### src/hdl/ptd_pkg.sv
// Shared types and constants of the periodic task dispatcher.
package ptd_pkg;

  localparam int TASK_COUNT = 8;
  localparam int IDX_W      = (TASK_COUNT > 1) ? $clog2(TASK_COUNT) : 1;
  localparam int FUNC_W     = 3;
  localparam int TASK_W     = 3;
  localparam int TIME_W     = 16;

  typedef enum logic [FUNC_W-1:0] {
    FN_CREATE  = 3'd0,
    FN_SUSPEND = 3'd1,
    FN_RESUME  = 3'd2,
    FN_DELETE  = 3'd3,
    FN_TICK    = 3'd4
  } func_e;

  // Input word: one command or one tick
  typedef struct packed {
    logic [FUNC_W-1:0] func;
    logic [TASK_W-1:0] task_id;
    logic [TIME_W-1:0] period;
    logic [TIME_W-1:0] first_delay;
  } in_word_t;

  // Output word: one due task
  typedef struct packed {
    logic [TASK_W-1:0] run_task;
    logic              last_run;
  } out_word_t;

  // Command broadcast to every cell
  typedef struct packed {
    logic [FUNC_W-1:0] func;
    logic [TIME_W-1:0] period;
    logic [TIME_W-1:0] first_delay;
  } cell_cmd_t;

  // Status of the cell chain seen by the controller
  typedef struct packed {
    logic active;
    logic hit;
    logic tail;
  } scan_stat_t;

  // Controls from the controller to the chain
  typedef struct packed {
    logic start;
    logic shift;
  } scan_ctrl_t;

endpackage

### src/hdl/ptd_cell.sv
// One task slot of the dispatcher chain, with its share of the scan token.
module ptd_cell (
  input  logic                 clk_i,
  input  logic                 rst_ni,
  input  ptd_pkg::cell_cmd_t   cmd_i,
  input  logic                 sel_i,
  input  logic                 shift_i,
  input  logic                 token_i,
  output logic                 token_o,
  output logic                 hit_o
);

  logic                        valid_q, valid_d;
  logic                        susp_q, susp_d;
  logic                        token_q;
  logic [ptd_pkg::TIME_W-1:0]  period_q, period_d;
  logic [ptd_pkg::TIME_W-1:0]  count_q, count_d;
  logic                        visit;

  assign visit   = token_q && valid_q && !susp_q;
  assign hit_o   = visit && (count_q == '0);
  assign token_o = token_q;

  // Apply a command, or count down (reloading at zero) when the scan token passes
  always_comb begin
    valid_d  = valid_q;
    susp_d   = susp_q;
    period_d = period_q;
    count_d  = count_q;
    if (sel_i) begin
      unique case (ptd_pkg::func_e'(cmd_i.func))
        ptd_pkg::FN_CREATE: begin
          if (!valid_q) begin
            valid_d  = 1'b1;
            susp_d   = 1'b0;
            period_d = cmd_i.period;
            count_d  = cmd_i.first_delay;
          end
        end
        ptd_pkg::FN_SUSPEND: susp_d  = 1'b1;
        ptd_pkg::FN_RESUME:  susp_d  = 1'b0;
        ptd_pkg::FN_DELETE:  valid_d = 1'b0;
        default: ;
      endcase
    end else if (shift_i && visit) begin
      if (count_q == '0) begin
        count_d = period_q - ptd_pkg::TIME_W'(1);
      end else begin
        count_d = count_q - ptd_pkg::TIME_W'(1);
      end
    end
  end

  // Hold slot flags and the token
  always_ff @(posedge clk_i or negedge rst_ni) begin
    if (!rst_ni) begin
      valid_q <= 1'b0;
      susp_q  <= 1'b0;
      token_q <= 1'b0;
    end else begin
      valid_q <= valid_d;
      susp_q  <= susp_d;
      if (shift_i) begin
        token_q <= token_i;
      end
    end
  end

  // Hold period and countdown
  always_ff @(posedge clk_i) begin
    period_q <= period_d;
    count_q  <= count_d;
  end

endmodule

### src/hdl/ptd_ctrl.sv
// Scan controller: steps the token, holds one due task back and drives the output word.
module ptd_ctrl (
  input  logic                 clk_i,
  input  logic                 rst_ni,
  input  logic                 tick_i,
  input  ptd_pkg::scan_stat_t  stat_i,
  output ptd_pkg::scan_ctrl_t  ctrl_o,
  output logic                 busy_o,
  output logic                 out_valid_o,
  input  logic                 out_stall_i,
  output ptd_pkg::out_word_t   out_word_o
);

  logic [ptd_pkg::IDX_W-1:0]   idx_q, idx_d;
  logic [ptd_pkg::IDX_W-1:0]   hold_idx_q, hold_idx_d;
  logic                        hold_v_q, hold_v_d;
  logic                        finish_q, finish_d;
  logic                        out_v_q, out_v_d;
  ptd_pkg::out_word_t          out_q, out_d;
  logic                        out_free;
  logic                        step_ok;
  logic                        shift;

  assign out_free = !out_v_q || !out_stall_i;
  assign busy_o   = stat_i.active || finish_q || hold_v_q;
  assign step_ok  = stat_i.active && (!stat_i.hit || !hold_v_q || out_free);
  assign shift    = tick_i || step_ok;

  assign ctrl_o.start = tick_i;
  assign ctrl_o.shift = shift;
  assign out_valid_o  = out_v_q;
  assign out_word_o   = out_q;

  // Advance the scan, park each due task until the next one or the end
  always_comb begin
    idx_d      = idx_q;
    hold_idx_d = hold_idx_q;
    hold_v_d   = hold_v_q;
    finish_d   = finish_q;
    out_v_d    = out_v_q && out_stall_i;
    out_d      = out_q;
    if (tick_i) begin
      idx_d = '0;
    end else if (step_ok) begin
      idx_d = idx_q + ptd_pkg::IDX_W'(1);
      if (stat_i.tail) begin
        finish_d = 1'b1;
      end
      if (stat_i.hit) begin
        if (hold_v_q) begin
          out_v_d          = 1'b1;
          out_d.run_task   = ptd_pkg::TASK_W'(hold_idx_q);
          out_d.last_run   = 1'b0;
        end
        hold_v_d   = 1'b1;
        hold_idx_d = idx_q;
      end
    end else if (finish_q) begin
      if (!hold_v_q) begin
        finish_d = 1'b0;
      end else if (out_free) begin
        out_v_d        = 1'b1;
        out_d.run_task = ptd_pkg::TASK_W'(hold_idx_q);
        out_d.last_run = 1'b1;
        hold_v_d       = 1'b0;
        finish_d       = 1'b0;
      end
    end
  end

  // Hold control state
  always_ff @(posedge clk_i or negedge rst_ni) begin
    if (!rst_ni) begin
      idx_q    <= '0;
      hold_v_q <= 1'b0;
      finish_q <= 1'b0;
      out_v_q  <= 1'b0;
    end else begin
      idx_q    <= idx_d;
      hold_v_q <= hold_v_d;
      finish_q <= finish_d;
      out_v_q  <= out_v_d;
    end
  end

  // Hold payload
  always_ff @(posedge clk_i) begin
    hold_idx_q <= hold_idx_d;
    out_q      <= out_d;
  end

endmodule

### src/hdl/periodic_task_dispatcher_top.sv
// Top level of the periodic task dispatcher: the chain of slot cells and its controller.
//
// Input channel (in_valid_i, in_stall_o, in_word_i) takes one word per command:
// create, suspend, resume and delete act on one slot when taken, producing no
// output. A tick word starts a scan: a token walks down the row of slot cells,
// one cell per cycle unless a stalled receiver holds it, and a finish step then
// flushes the last due word.
// Every ready slot counts down; a slot at zero reloads and is reported as due.
// Output channel (out_valid_o, out_stall_i, out_word_o) gives one word per due
// task in slot order, with last_run set on the final one of the tick. The first
// due word appears once the next due slot or the end of the row is reached.
// The input stays stalled while a tick is being scanned; commands may be sent
// while the last output word still waits. A stalled receiver halts the token
// only when a due word cannot be parked; the output word holds until taken.
// Reset empties all slots, clears the scan and drops any pending output word.
module periodic_task_dispatcher_top (
  input  logic                clk_i,
  input  logic                rst_ni,
  input  logic                in_valid_i,
  output logic                in_stall_o,
  input  ptd_pkg::in_word_t   in_word_i,
  output logic                out_valid_o,
  input  logic                out_stall_i,
  output ptd_pkg::out_word_t  out_word_o
);

  ptd_pkg::cell_cmd_t                 cmd;
  ptd_pkg::scan_stat_t                stat;
  ptd_pkg::scan_ctrl_t                ctrl;
  logic                               busy;
  logic                               take;
  logic                               is_tick;
  logic [ptd_pkg::TASK_COUNT:0]       token;
  logic [ptd_pkg::TASK_COUNT-1:0]     hit;

  assign in_stall_o = busy;
  assign take       = in_valid_i && !busy;
  assign is_tick    = (in_word_i.func == ptd_pkg::FN_TICK);

  assign cmd.func        = in_word_i.func;
  assign cmd.period      = in_word_i.period;
  assign cmd.first_delay = in_word_i.first_delay;

  assign token[0]    = ctrl.start;
  assign stat.active = |token[ptd_pkg::TASK_COUNT:1];
  assign stat.hit    = |hit;
  assign stat.tail   = token[ptd_pkg::TASK_COUNT];

  // Row of slot cells, token handed from each to the next
  for (genvar i = 0; i < ptd_pkg::TASK_COUNT; i++) begin : g_cell
    logic sel;
    assign sel = take && !is_tick && (int'(in_word_i.task_id) == i);

    ptd_cell u_cell (
      .clk_i   (clk_i),
      .rst_ni  (rst_ni),
      .cmd_i   (cmd),
      .sel_i   (sel),
      .shift_i (ctrl.shift),
      .token_i (token[i]),
      .token_o (token[i+1]),
      .hit_o   (hit[i])
    );
  end

  ptd_ctrl u_ctrl (
    .clk_i       (clk_i),
    .rst_ni      (rst_ni),
    .tick_i      (take && is_tick),
    .stat_i      (stat),
    .ctrl_o      (ctrl),
    .busy_o      (busy),
    .out_valid_o (out_valid_o),
    .out_stall_i (out_stall_i),
    .out_word_o  (out_word_o)
  );

endmodule
### config.mk
export PLATFORM = sky130hd
export DESIGN_NAME = periodic_task_dispatcher_top
export DESIGN_NICKNAME = d
export VERILOG_FILES = /design/src/hdl/ptd_pkg.sv /design/src/hdl/ptd_cell.sv /design/src/hdl/ptd_ctrl.sv /design/src/hdl/periodic_task_dispatcher_top.sv
export SDC_FILE = /design/constraint.sdc
export NUM_CORES = 1
export LEC_CHECK = 0
export ABC_AREA = 1
export BUFFER_PORTS_ARGS = -buffer_cell sky130_fd_sc_hd__buf_2
export CORE_MARGIN = 5
export CORE_UTILIZATION = 30
export DETAILED_ROUTE_END_ITERATION = 7
export PLACE_DENSITY = 0.53
export SYNTH_ARGS = -nofsm -noshare
export SYNTH_HDL_FRONTEND = slang
export SYNTH_SLANG_ARGS = --single-unit
### constraint.sdc
create_clock -name clk_i -period 3.4 [get_ports clk_i]
set_input_delay 0.68 -clock clk_i [delete_from_list [all_inputs] [get_ports clk_i]]
set_output_delay 0.68 -clock clk_i [all_outputs]
set_load 0.01 [all_outputs]
==> results.ini <==
[synth]
async_reset_ff_frac=0.1024
synthAdderAreaFrac=0.006698
synthTopCellsByArea=edfxtp_1 (47%), nand2_1 (15%), nor2_1 (7.1%)
synth_compound_area_frac=0.05515
netlist_area_mm2=0.01681
seq_area_frac_synth=0.5144
synth_most_common_cell=nand2_1
synth_xor_area_frac=0.005210
synth_common_cells=nand2_1 (678), nor2_1 (320), inv_1 (269), edfxtp_1 (263), nand3_1 (231)
synthCells=2147
synth-seq-cells=293
syn_area_per_cell_um2=7.830
synth_top_family_by_area=simple AND/OR/NAND/NOR gates
ys_types=34
synth_edf_count=263
yosysWarningCount=0
synthFlopType=edfxtp_1
syn_nets=2198
synth_mux_area_frac=0
synth_top_area_frac=0.4698
synth-simple-area-share=0.3397
synth_largest_area_cell=edfxtp_1

[sta]
maxSlewViolCount=0
fmax_ghz=0.3508
worst_pin_slew_ns=0.8251
fin_crit_sh=0.8384
finalSetupViolCount=0
setup_ws_ns=0.5495
setup-tns-final_ns=0
fin_crit_ns=2.851
hold_viol=0
clock_skew_ns=0.02644
slew_headroom=0.4493
whs_ns=0.2084
rsz0062_at_grt=no

[global_route]
use_met1=0.2471
use_met3=0.02518
antenna_found_initial=3
busiest_layer=met2
gr-total-overflow=0
gr-usage-met2=0.2960
grt_max_degree=31
grt_pass1_vias=13741
track_usage=0.1797
grt_pass1_wl_um=82860

[critical_path]
rrSetupSlack_ns=0.55
cpMaxStageDelayCell=edfxtp_1
worst-r2r-cell-count=16
critPathLaunch=g_cell[6].u_cell.count_q[3]
critPathArrivalTime_ns=3.13
cp_num_buf_inv=2
crit_chain=nor2_1 -> nand2_1 -> nor2_2 -> buf_4 -> nand3b_1 -> nand2_1 -> ha_1 -> nand3_1 -> inv_1 -> nand2_1 -> nor2_1 -> nand2_1 -> nand2_1 -> nand2_1 -> nand2_1 -> nand2_1
crit_path_frequent_cell=nand2_1
start_kind=flop
crit_cells=16
path_delay_family=simple AND/OR/NAND/NOR gates
crit_type=flop to flop
cpPeakStageDelay_ns=0.40
worstPathRequired_ns=3.68
end_kind=flop
r2r_start=g_cell[6].u_cell.count_q[3]
path_max_fanout=12

[cells_and_area]
utilization=0.3453
n_antenna_cell=0
area_growth_pct=13.60
drive_gt1_frac=0.09208
fillerInstances=5842
nets=2275
final_area_mm2=0.01910
finalNonFillerCells=2996

[detailed_routing]
drc=0
ant_nets=0
num_vias=14671
drtIter0Drc=1307
wirelength_um=55870
wl_per_cell_um=18.65
dr.pass1.iters=6
viasPerCell=4.897

[clock_network]
cts_resized=0
cts_root_buffer=clkbuf_16
htree_levels=2
numCtsBuffers=34
postCtsHoldBufs=0
clk_path_buf_depth=3
clock_latency_ns=0.53
clock-sinks=293
cts_tree=built
clkSlewWorstSetupHoldPaths_ns=0.06
cts_setup_buffers=0

[place]
gp_congestion=0.8887
dp_hpwl_um=39390
dp_slack_ns=0.4498
placed_cell_area_mm2=0.01802
portBuffers=47
dp.cells=2936

[die]
io-pin-count=48
die_y_um=246.7
die_w_um=246.7
floorplan.initialDensity=0.3040
coreArea_mm2=0.05531
fp.dieArea_mm2=0.06087
rows=86

[job]
drv_cap=0

[power]
leakage_nw=8.316
power.total_mw=9.658
vdd_drop_max_mv=0.5565
power.density_mw_per_mm2=505.8

[status]
outcome=finished clean

[min_path]
worstHoldPathType=input port to asynchronous set/reset pin

-- cells in the final DEF, fill, tap and decap left out, types with 30 or more instances in the layout --
master | Yosys | layout
buf_2 | 24 | 47
buf_4 | 6 | 42
clkbuf_16 | 0 | 37
dfrtp_1 | 30 | 30
edfxtp_1 | 263 | 263
inv_1 | 269 | 269
nand2_1 | 678 | 678
nand3_1 | 231 | 231
nor2_1 | 320 | 320
o21ai_0 | 83 | 83
o21ai_1 | 30 | 30
-- worst paths after layout --
check                                               end
min in group clk_i          g_cell[4].u_cell.count_q[5]
hold reg to reg                g_cell[6].u_cell.token_o
setup / recovery           g_cell[6].u_cell.count_q[14]
hold / removal                  g_cell[4].u_cell.susp_q
max in group asynchronous      g_cell[1].u_cell.valid_q
setup reg to reg           g_cell[6].u_cell.count_q[14]
-- worst reg2reg max path: stages, from the launching register on --
cell	delay (ns)
edfxtp_1	0.40
nor2_1	0.19
nand2_1	0.09
nor2_2	0.27
buf_4	0.25
nand3b_1	0.12
nand2_1	0.22
ha_1	0.22
nand3_1	0.08
inv_1	0.09
nand2_1	0.08
nor2_1	0.28
nand2_1	0.09
nand2_1	0.06
nand2_1	0.05
nand2_1	0.05
nand2_1	0.05
-- where the power goes --
| group | internal, mW | leakage [nW] | switching (mW) |
|---|---|---|---|
| clock network | 2.12 | 0.534 | 1.49 |
| logic | 0.440 | 5.01 | 1.33 |
| registers | 4.17 | 2.77 | 0.120 |
-- area by class of cell --
cell class	count	area (um2)	share of cell area
Tap cell	748	935.9	0.04901
Inverter	278	1044	0.05464
Clock buffer	47	993.5	0.05202
Multi-Input combinational cell	1528	6838	0.3581
Timing Repair Buffer	89	550.5	0.02883
Clock inverter	13	87.58	0.004586
Sequential cell	293	8648	0.4529
-- registers in the layout, summed over array words and instances, names as in the netlist, 3 cells and up --
signal	cells
g_cell.u_cell.count_q	128
g_cell.u_cell.period_q	128
g_cell.u_cell.valid_q	8
g_cell.u_cell.token_o	8
u_ctrl.hold_idx_q	3
u_ctrl.idx_q	3
g_cell.u_cell.susp_q	8
u_ctrl.out_word_o	4
-- metal layers --
metal,up-vias,routed length [um]
met1,6904,24330
met5,-,13
met2,536,25920
met4,2,1631
li1,7134,-
met3,95,3979
-- cells by family after synthesis --
group | after synthesis
compound gates | 166
xor+xnor | 10
fa+ha+maj | 9
buf+inv | 326
flops | 293
simple gates | 1343
No activity file was read; power rests on OpenSTA's default activity.
